$ cat src/design/rs_pkg.sv
`timescale 1ns / 1ps
// rs_pkg: shared types and constants of the reservoir sampler
// no dependencies

package rs_pkg;

  localparam int DATA_W = 32;
  localparam int SIZE_W = 7;
  localparam int SLOT_W = 6;
  localparam int MODE_W = 2;
  localparam int STEP_W = 5;

  localparam logic [STEP_W-1:0] DIV_LAST_STEP = STEP_W'(DATA_W - 1);
  localparam logic [SIZE_W-1:0] SIZE_RESET = 7'd16;

  localparam logic [MODE_W-1:0] MODE_OFFER   = 2'd0;
  localparam logic [MODE_W-1:0] MODE_READ    = 2'd1;
  localparam logic [MODE_W-1:0] MODE_RESTART = 2'd2;

  typedef struct packed {
    logic capture;
    logic seen_inc;
    logic seen_clr;
    logic div_start;
    logic div_slot;
    logic wr_fill;
    logic wr_rand;
    logic rd_init;
    logic rd_issue;
    logic rd_next;
    logic emit_fill;
    logic emit_rand;
    logic emit_reject;
    logic emit_rd;
    logic emit_empty;
  } rs_cmd_t;

  typedef struct packed {
    logic fill;
    logic div_done;
    logic win;
    logic seen_zero;
    logic rd_last;
  } rs_sts_t;

endpackage

$ cat src/design/reservoir_sampler.sv
`timescale 1ns / 1ps
// reservoir_sampler: top level joining controller and datapath
// depends on rs_pkg, rs_ctrl, rs_dp
//
// channel   direction  handshake             payload
// command   in         start & !busy         mode_i, item_value_i, random_word_i, random_slot_i
// result    out        strobe_o, one cycle   accepted_o, slot_o, value_o, last_o, empty_res_o
// config    in         cfg_we_i              cfg_wdata_i (sample_size)
//
// offer while filling: written from the check state without the divider; later offers run the shared 32-step divider,
// once when rejected and twice when accepted (the second division picks the slot)
// read out: an address state and an output state per result, limited by the registered memory read
// restart and empty read out complete from idle; reset clears the count, the sample size goes to 16
// results are strobed in the cycle after they are formed and cannot be stalled

module reservoir_sampler #(
  parameter int CAPACITY = 16
) (
  input  logic                       clk_i,
  input  logic                       rst_ni,
  input  logic                       start,
  output logic                       busy,
  input  logic [rs_pkg::MODE_W-1:0]  mode_i,
  input  logic [rs_pkg::DATA_W-1:0]  item_value_i,
  input  logic [rs_pkg::DATA_W-1:0]  random_word_i,
  input  logic [rs_pkg::DATA_W-1:0]  random_slot_i,
  input  logic                       cfg_we_i,
  input  logic [rs_pkg::SIZE_W-1:0]  cfg_wdata_i,
  output logic                       strobe_o,
  output logic                       accepted_o,
  output logic [rs_pkg::SLOT_W-1:0]  slot_o,
  output logic [rs_pkg::DATA_W-1:0]  value_o,
  output logic                       last_o,
  output logic                       empty_res_o
);
  import rs_pkg::*;

  rs_cmd_t cmd;
  rs_sts_t sts;
  logic    busy_int;

  rs_ctrl u_ctrl (
    .clk_i   (clk_i),
    .rst_ni  (rst_ni),
    .start_i (start),
    .mode_i  (mode_i),
    .sts_i   (sts),
    .cmd_o   (cmd),
    .busy_o  (busy_int)
  );

  rs_dp #(
    .CAPACITY (CAPACITY)
  ) u_dp (
    .clk_i         (clk_i),
    .rst_ni        (rst_ni),
    .cmd_i         (cmd),
    .sts_o         (sts),
    .cfg_we_i      (cfg_we_i),
    .cfg_wdata_i   (cfg_wdata_i),
    .item_value_i  (item_value_i),
    .random_word_i (random_word_i),
    .random_slot_i (random_slot_i),
    .strobe_o      (strobe_o),
    .accepted_o    (accepted_o),
    .slot_o        (slot_o),
    .value_o       (value_o),
    .last_o        (last_o),
    .empty_res_o   (empty_res_o)
  );

  assign busy = busy_int;

endmodule

$ cat src/design/rs_div.sv
`timescale 1ns / 1ps
// rs_div: iterative restoring divider, one dividend bit per cycle
// depends on rs_pkg

module rs_div (
  input  logic                       clk_i,
  input  logic                       rst_ni,
  input  logic                       start_i,
  input  logic [rs_pkg::DATA_W-1:0]  dividend_i,
  input  logic [rs_pkg::DATA_W-1:0]  divisor_i,
  output logic                       done_o,
  output logic [rs_pkg::DATA_W-1:0]  rem_o
);
  import rs_pkg::*;

  logic [DATA_W-1:0] rem_q, rem_d, dq_q, dvs_q;
  logic [STEP_W-1:0] cnt_q;
  logic              run_q, done_q;
  logic [DATA_W:0]   trial, diff;

  always_comb begin
    trial = {rem_q, dq_q[DATA_W-1]};
    diff  = trial - {1'b0, dvs_q};
    rem_d = diff[DATA_W] ? trial[DATA_W-1:0] : diff[DATA_W-1:0];
  end

  always_ff @(posedge clk_i or negedge rst_ni) begin
    if (!rst_ni) begin
      run_q  <= 1'b0;
      done_q <= 1'b0;
      cnt_q  <= '0;
    end else if (start_i) begin
      run_q  <= 1'b1;
      done_q <= 1'b0;
      cnt_q  <= '0;
    end else if (run_q) begin
      cnt_q <= cnt_q + 1'b1;
      if (cnt_q == DIV_LAST_STEP) begin
        run_q  <= 1'b0;
        done_q <= 1'b1;
      end
    end else begin
      done_q <= 1'b0;
    end
  end

  always_ff @(posedge clk_i) begin
    if (start_i) begin
      rem_q <= '0;
      dq_q  <= dividend_i;
      dvs_q <= divisor_i;
    end else if (run_q) begin
      rem_q <= rem_d;
      dq_q  <= {dq_q[DATA_W-2:0], 1'b0};
    end
  end

  assign done_o = done_q;
  assign rem_o  = rem_q;

endmodule

$ cat src/design/rs_dp.sv
`timescale 1ns / 1ps
// rs_dp: datapath with seen count, sample memory, divider and result registers
// depends on rs_pkg and rs_div

module rs_dp #(
  parameter int CAPACITY = 16
) (
  input  logic                       clk_i,
  input  logic                       rst_ni,
  input  rs_pkg::rs_cmd_t            cmd_i,
  output rs_pkg::rs_sts_t            sts_o,
  input  logic                       cfg_we_i,
  input  logic [rs_pkg::SIZE_W-1:0]  cfg_wdata_i,
  input  logic [rs_pkg::DATA_W-1:0]  item_value_i,
  input  logic [rs_pkg::DATA_W-1:0]  random_word_i,
  input  logic [rs_pkg::DATA_W-1:0]  random_slot_i,
  output logic                       strobe_o,
  output logic                       accepted_o,
  output logic [rs_pkg::SLOT_W-1:0]  slot_o,
  output logic [rs_pkg::DATA_W-1:0]  value_o,
  output logic                       last_o,
  output logic                       empty_res_o
);
  import rs_pkg::*;

  localparam int IDX_W = (CAPACITY > 1) ? $clog2(CAPACITY) : 1;
  localparam logic [SIZE_W-1:0] CAP_K = SIZE_W'(CAPACITY);

  logic [SIZE_W-1:0] size_q, k, f;
  logic [DATA_W-1:0] seen_q, k_ext, item_q, rword_q, rslot_q;
  logic [DATA_W-1:0] div_a, div_b, div_rem;
  logic              div_done;
  logic [SIZE_W-1:0] rd_cnt_q;
  logic [DATA_W-1:0] store_q [CAPACITY];
  logic [DATA_W-1:0] rd_data_q;
  logic [SLOT_W-1:0] fill_slot, rand_slot;
  logic              wr_en;
  logic [IDX_W-1:0]  wr_idx;
  logic              strobe_q, acc_q, last_q, empty_q;
  logic [SLOT_W-1:0] slot_q;
  logic [DATA_W-1:0] value_q;

  // effective sample size clamped to 1..capacity
  always_comb begin
    if (size_q == '0) begin
      k = SIZE_W'(1);
    end else if (size_q > CAP_K) begin
      k = CAP_K;
    end else begin
      k = size_q;
    end
    k_ext = {{(DATA_W-SIZE_W){1'b0}}, k};
    f     = (seen_q < k_ext) ? seen_q[SIZE_W-1:0] : k;
    fill_slot = SLOT_W'(seen_q - 32'd1);
    rand_slot = div_rem[SLOT_W-1:0];
    div_a = cmd_i.div_slot ? rslot_q : rword_q;
    div_b = cmd_i.div_slot ? k_ext : seen_q;
    wr_en = cmd_i.wr_fill | cmd_i.wr_rand;
    wr_idx = cmd_i.wr_rand ? rand_slot[IDX_W-1:0] : fill_slot[IDX_W-1:0];
  end

  always_comb begin
    sts_o.fill      = (seen_q <= k_ext);
    sts_o.div_done  = div_done;
    sts_o.win       = (div_rem < k_ext);
    sts_o.seen_zero = (seen_q == '0);
    sts_o.rd_last   = ((rd_cnt_q + 1'b1) == f);
  end

  rs_div u_div (
    .clk_i      (clk_i),
    .rst_ni     (rst_ni),
    .start_i    (cmd_i.div_start),
    .dividend_i (div_a),
    .divisor_i  (div_b),
    .done_o     (div_done),
    .rem_o      (div_rem)
  );

  always_ff @(posedge clk_i or negedge rst_ni) begin
    if (!rst_ni) begin
      size_q   <= SIZE_RESET;
      seen_q   <= '0;
      strobe_q <= 1'b0;
    end else begin
      if (cfg_we_i) begin
        size_q <= cfg_wdata_i;
      end
      if (cmd_i.seen_clr) begin
        seen_q <= '0;
      end else if (cmd_i.seen_inc && (seen_q != '1)) begin
        seen_q <= seen_q + 1'b1;
      end
      strobe_q <= cmd_i.emit_fill | cmd_i.emit_rand | cmd_i.emit_reject |
                  cmd_i.emit_rd | cmd_i.emit_empty;
    end
  end

  always_ff @(posedge clk_i) begin
    if (cmd_i.capture) begin
      item_q  <= item_value_i;
      rword_q <= random_word_i;
      rslot_q <= random_slot_i;
    end
    if (cmd_i.rd_init) begin
      rd_cnt_q <= '0;
    end else if (cmd_i.rd_next) begin
      rd_cnt_q <= rd_cnt_q + 1'b1;
    end
  end

  // sample memory
  always_ff @(posedge clk_i) begin
    if (wr_en) begin
      store_q[wr_idx] <= item_q;
    end
    if (cmd_i.rd_issue) begin
      rd_data_q <= store_q[rd_cnt_q[IDX_W-1:0]];
    end
  end

  // result registers
  always_ff @(posedge clk_i) begin
    if (cmd_i.emit_fill || cmd_i.emit_rand) begin
      acc_q   <= 1'b1;
      slot_q  <= cmd_i.emit_rand ? rand_slot : fill_slot;
      value_q <= '0;
      last_q  <= 1'b0;
      empty_q <= 1'b0;
    end else if (cmd_i.emit_reject) begin
      acc_q   <= 1'b0;
      slot_q  <= '0;
      value_q <= '0;
      last_q  <= 1'b0;
      empty_q <= 1'b0;
    end else if (cmd_i.emit_rd) begin
      acc_q   <= 1'b0;
      slot_q  <= rd_cnt_q[SLOT_W-1:0];
      value_q <= rd_data_q;
      last_q  <= sts_o.rd_last;
      empty_q <= 1'b0;
    end else if (cmd_i.emit_empty) begin
      acc_q   <= 1'b0;
      slot_q  <= '0;
      value_q <= '0;
      last_q  <= 1'b1;
      empty_q <= 1'b1;
    end
  end

  assign strobe_o    = strobe_q;
  assign accepted_o  = acc_q;
  assign slot_o      = slot_q;
  assign value_o     = value_q;
  assign last_o      = last_q;
  assign empty_res_o = empty_q;

endmodule

$ cat src/design/rs_ctrl.sv
`timescale 1ns / 1ps
// rs_ctrl: controller state machine sequencing offer, read out and restart
// depends on rs_pkg

module rs_ctrl (
  input  logic                       clk_i,
  input  logic                       rst_ni,
  input  logic                       start_i,
  input  logic [rs_pkg::MODE_W-1:0]  mode_i,
  input  rs_pkg::rs_sts_t            sts_i,
  output rs_pkg::rs_cmd_t            cmd_o,
  output logic                       busy_o
);
  import rs_pkg::*;

  localparam logic [2:0] ST_IDLE    = 3'd0;
  localparam logic [2:0] ST_CHECK   = 3'd1;
  localparam logic [2:0] ST_DIV     = 3'd2;
  localparam logic [2:0] ST_SLOT    = 3'd3;
  localparam logic [2:0] ST_RD_ADDR = 3'd4;
  localparam logic [2:0] ST_RD_OUT  = 3'd5;

  logic [2:0] state_q, state_d;

  always_comb begin
    state_d = state_q;
    cmd_o   = '0;
    case (state_q)
      ST_IDLE: begin
        if (start_i) begin
          cmd_o.capture = 1'b1;
          case (mode_i)
            MODE_OFFER: begin
              cmd_o.seen_inc = 1'b1;
              state_d = ST_CHECK;
            end
            MODE_READ: begin
              if (sts_i.seen_zero) begin
                cmd_o.emit_empty = 1'b1;
              end else begin
                cmd_o.rd_init = 1'b1;
                state_d = ST_RD_ADDR;
              end
            end
            MODE_RESTART: begin
              cmd_o.seen_clr = 1'b1;
            end
            default: ;
          endcase
        end
      end
      ST_CHECK: begin
        if (sts_i.fill) begin
          cmd_o.wr_fill   = 1'b1;
          cmd_o.emit_fill = 1'b1;
          state_d = ST_IDLE;
        end else begin
          cmd_o.div_start = 1'b1;
          state_d = ST_DIV;
        end
      end
      ST_DIV: begin
        if (sts_i.div_done) begin
          if (sts_i.win) begin
            cmd_o.div_start = 1'b1;
            cmd_o.div_slot  = 1'b1;
            state_d = ST_SLOT;
          end else begin
            cmd_o.emit_reject = 1'b1;
            state_d = ST_IDLE;
          end
        end
      end
      ST_SLOT: begin
        if (sts_i.div_done) begin
          cmd_o.wr_rand   = 1'b1;
          cmd_o.emit_rand = 1'b1;
          state_d = ST_IDLE;
        end
      end
      ST_RD_ADDR: begin
        cmd_o.rd_issue = 1'b1;
        state_d = ST_RD_OUT;
      end
      ST_RD_OUT: begin
        cmd_o.emit_rd = 1'b1;
        if (sts_i.rd_last) begin
          state_d = ST_IDLE;
        end else begin
          cmd_o.rd_next = 1'b1;
          state_d = ST_RD_ADDR;
        end
      end
      default: begin
        state_d = ST_IDLE;
      end
    endcase
  end

  always_ff @(posedge clk_i or negedge rst_ni) begin
    if (!rst_ni) begin
      state_q <= ST_IDLE;
    end else begin
      state_q <= state_d;
    end
  end

  assign busy_o = (state_q != ST_IDLE);

endmodule
$ cat config.mk
export PLATFORM = sky130hd
export DESIGN_NAME = reservoir_sampler
export DESIGN_NICKNAME = d
export VERILOG_FILES = /design/src/design/rs_pkg.sv /design/src/design/reservoir_sampler.sv /design/src/design/rs_div.sv /design/src/design/rs_dp.sv /design/src/design/rs_ctrl.sv
export SDC_FILE = /design/constraint.sdc
export NUM_CORES = 1
export LEC_CHECK = 0
export BUFFER_PORTS_ARGS = -buffer_cell sky130_fd_sc_hd__clkbuf_2
export CAP_MARGIN = 20
export CORE_UTILIZATION = 50
export CTS_CLUSTER_SIZE = 20
export DETAILED_ROUTE_END_ITERATION = 10
export GPL_TIMING_DRIVEN = 1
export PLACE_DENSITY = 0.72
export SETUP_SLACK_MARGIN = 0.2
export SLEW_MARGIN = 40
export SYNTH_ARGS = -nofsm -noshare
export SYNTH_HDL_FRONTEND = slang
export SYNTH_SLANG_ARGS = --single-unit
$ cat constraint.sdc
create_clock -name clk_i -period 14.1 [get_ports clk_i]
set_clock_uncertainty 0.15 [all_clocks]
set_input_delay 0 -clock clk_i [delete_from_list [all_inputs] [get_ports clk_i]]
set_output_delay 0 -clock clk_i [all_outputs]
set_load 0.05 [all_outputs]
==> impl_metrics.py <==
metrics = {
    "outcome": {
        "status": "finished clean",
    },
    "sta": {
        "slew_headroom_pct": 48.93,
        "hold_viol": 0,
        "final-setup-viol-count": 0,
        "setup_tns_ns": 0,
        "tightest_slew_ns": 0.7660,
        "drv_slew": 0,
        "fmax_mhz": 202.0,
        "fin_crit_ns": 4.952,
        "rsz0062_at_grt": "no",
        "period_share_pct": 35.12,
    },
    "power_and_ir_drop": {
        "p_sw_share_pct": 33.00,
        "pwr-share-seq_pct": 42.7,
        "p_leak_nw": 14.59,
        "intPower_mw": 5.699,
        "power_frac_clock_pct": 27.4,
        "ir_worst_vdd_mv": 0.1619,
        "pwr-share-comb_pct": 29.9,
        "p_switching_mw": 2.807,
        "power_density_mw_per_mm2": 204.9,
    },
    "die": {
        "rows": 95,
        "die_w_um": 263.3,
        "initial_core_util_pct": 50.65,
        "dieHeight_um": 263.3,
        "core_region_area_sq_mm": 0.06740,
        "die-area_sq_mm": 0.06932,
        "io_pins": 152,
    },
    "final_layout": {
        "layoutNonFillerInstCount": 3394,
        "syn2layout_area_growth_pct": 21.60,
        "drive_above_1_share_pct": 22.90,
        "nNetsFinal": 2607,
        "fillCellCount": 4683,
    },
    "placement": {
        "place.detailed.hpwl_mm": 47.31,
        "portBuffers": 151,
        "dp.cells": 3018,
        "place.gp.congestion": 0.8758,
    },
    "worst_setup_path": {
        "path_max_fanout": 68,
        "r2r_cells": 15,
        "worstSetupPathType": "reg -> reg",
        "worstReg2RegStart": "u_dp.size_q[5]",
        "startpoint_type": "flop",
        "cp.required_ns": 14.35,
        "reg2reg_slack_ns": 9.15,
        "critPathCaptureType": "flop",
        "critPathArrivalTime_ns": 5.20,
        "rr_endpoint": "u_dp.u_div.dq_q[4]",
    },
    "grt": {
        "overflow": 0,
        "grt_use_total_pct": 23.99,
        "antenna_found_initial": 1,
        "grt_max_degree": 76,
        "grt_pass1_wl_mm": 125.5,
        "first_global_vias": 20780,
    },
    "detailed_routing": {
        "totalWireLength_mm": 82.00,
        "drt_iter0_drc": 1797,
        "num_vias": 20000,
        "vias_per_cell": 5.893,
        "drcViolationCount": 0,
        "avgRoutedWirePerCell_um": 24.16,
        "ant_nets": 0,
        "first_pass_iters": 5,
    },
    "yosys": {
        "yosys_warnings": 0,
        "synth-seq-cells": 834,
        "async_flop_share_pct": 5.995,
        "synth_common_cells": "710 x edfxtp_1, 166 x nor2_1, 160 x mux4_2",
        "synth.most_common_cell": "edfxtp_1",
        "ys_top_cells_by_area": "edfxtp_1 62%, mux4_2 11%, dfxtp_1 4.3%",
        "synth_cell_types": 87,
        "synth-edff-count": 710,
        "synth_ff_type": "edfxtp_1",
        "syn_inst": 2045,
        "ys_seq_area_share_pct": 70.47,
        "syn_area_sq_mm": 0.03414,
        "syn-mean-instance-area_sq_um": 16.69,
        "synth_top_area_share_pct": 62.46,
        "yosys.area.top_type": "edfxtp_1",
    },
    "hold_path": {
        "hold-path-cell-count": 3,
        "hold_path.class": "in -> reg",
        "holdPathEnd": "u_dp.size_q[5]",
        "hp-start": "cfg_we_i",
    },
    "clock_network": {
        "clockBufferDepth": 3,
        "clk_pin_slew_ns": 0.06,
        "post_cts_buffers": 0,
        "clock-sinks": 834,
        "ctsResizeCount": 0,
        "cts_buffers": 86,
        "cts_tree": "done",
        "clk_latency_ns": 0.66,
        "ctsRootBufferMaster": "clkbuf_16",
        "h-tree-depth": 3,
        "holdBufCountCts": 213,
    },
    "job": {
        "cap_violations": 0,
    },
}
placed cells by master (no fill, tap or decap), drive strengths merged, types with 15 or more instances in the layout:
cell type      n
dlygate4sd3  213
and2          34
a22o          33
dfrtp         49
inv           62
clkinv        39
clkbuf       252
nand4         18
nor2         167
a211oi        24
a21oi         53
o21ai         55
xnor2         31
and3          15
xor2          29
dfxtp         74
mux4         160
a31oi         25
nor4          19
nand3         26
nand2         92
o22ai         35
buf           43
ha            51
mux2i         21
or3           15
nor3          26
edfxtp       710
registers in the layout, summed over array words and instances, names as in the netlist, 7 cells and up:
register,cells
u_dp.seen_q,32
u_dp.store_q,512
u_dp.u_div.dq_q,32
u_dp.u_div.rem_o,32
u_dp.value_o,32
u_dp.size_q,7
u_dp.item_q,32
u_dp.rword_q,32
u_dp.rd_cnt_q,7
u_dp.rslot_q,32
u_dp.u_div.dvs_q,32
u_dp.rd_data_q,32
layer usage:
layer | global-route usage [%] | part of all wire [%] | up-vias
li1 | - | - | 8851
met4 | 8.614 | 3.2 | 0
met2 | 41.61 | 52 | 756
met1 | 30.62 | 39 | 10230
met3 | 3.788 | 5.4 | 160
met5 | 0 | 0 | -
critical path: stages (launching register included):
cell	delay (ns)
dfrtp_1	0.38
nor3_2	0.45
nand2_1	0.22
ha_1	0.34
nor2b_1	0.14
o21a_1	0.18
o21ba_2	0.24
nor2_1	0.09
o21ai_0	0.24
nand2_1	0.14
buf_4	0.37
and2_1	0.49
clkinv_2	0.51
buf_6	0.44
nor2_1	0.21
nor2_1	0.07
stage by stage:
step	setup WS (ns)	power (mW)	area, sq um	utilization, %	hold WS [ns]
after detailed placement	8.696	6.133	36390	53.99	0.02350
after global routing	8.753	8.869	41510	61.59	0.1743
after floorplan	9.399	5.353	34150	-	-0.4456
after CTS	8.708	8.528	41480	61.55	0.1183
after global placement	8.970	6.007	35920	53.30	0.01491
final	9.148	8.506	41510	61.59	0.1614
worst max path at each step:
stage | from | endpoint | depth (start not counted)
after floorplan | u_dp.size_q[4] | u_dp.store_q[12][0] | 10
after global placement | u_dp.size_q[4] | u_dp.u_div.dq_q[17] | 15
after detailed placement | u_dp.size_q[5] | u_dp.u_div.dq_q[12] | 15
after CTS | u_dp.size_q[5] | u_dp.u_div.dq_q[12] | 15
after global routing | u_dp.size_q[5] | u_dp.u_div.dq_q[4] | 15
final | u_dp.size_q[5] | u_dp.u_div.dq_q[4] | 15
cell families after synthesis:
family | synth area share (%)
buf+inv | 1.873
flops | 70.47
simple gates | 6.514
compound gates | 6.077
fa+ha+maj | 1.928
mux | 11.47
xor+xnor | 1.660
other cells | 0.01099
cell type report:
class,count,area [sq um],share of cell area [%]
Multi-Input combinational cell,1056,9648,23.24
Antenna cell,1,2.502,0.006028
Sequential cell,834,24070,57.98
Inverter,61,232.7,0.5606
Timing Repair Buffer,407,3508,8.452
Clock buffer,101,2258,5.441
Tap cell,873,1092,2.631
Clock inverter,61,701.9,1.691
power by group through the flow:
stage | sequential (mW) | combinational [mW] | clock [mW]
after floorplan | 3.60 | 1.75 | 0
after global placement | 3.67 | 2.34 | 0
after detailed placement | 3.66 | 2.47 | 0
after CTS | 3.62 | 2.54 | 2.36
after global routing | 3.68 | 2.73 | 2.46
final | 3.63 | 2.54 | 2.33
Note: power is estimated with default switching activity, not from simulation.
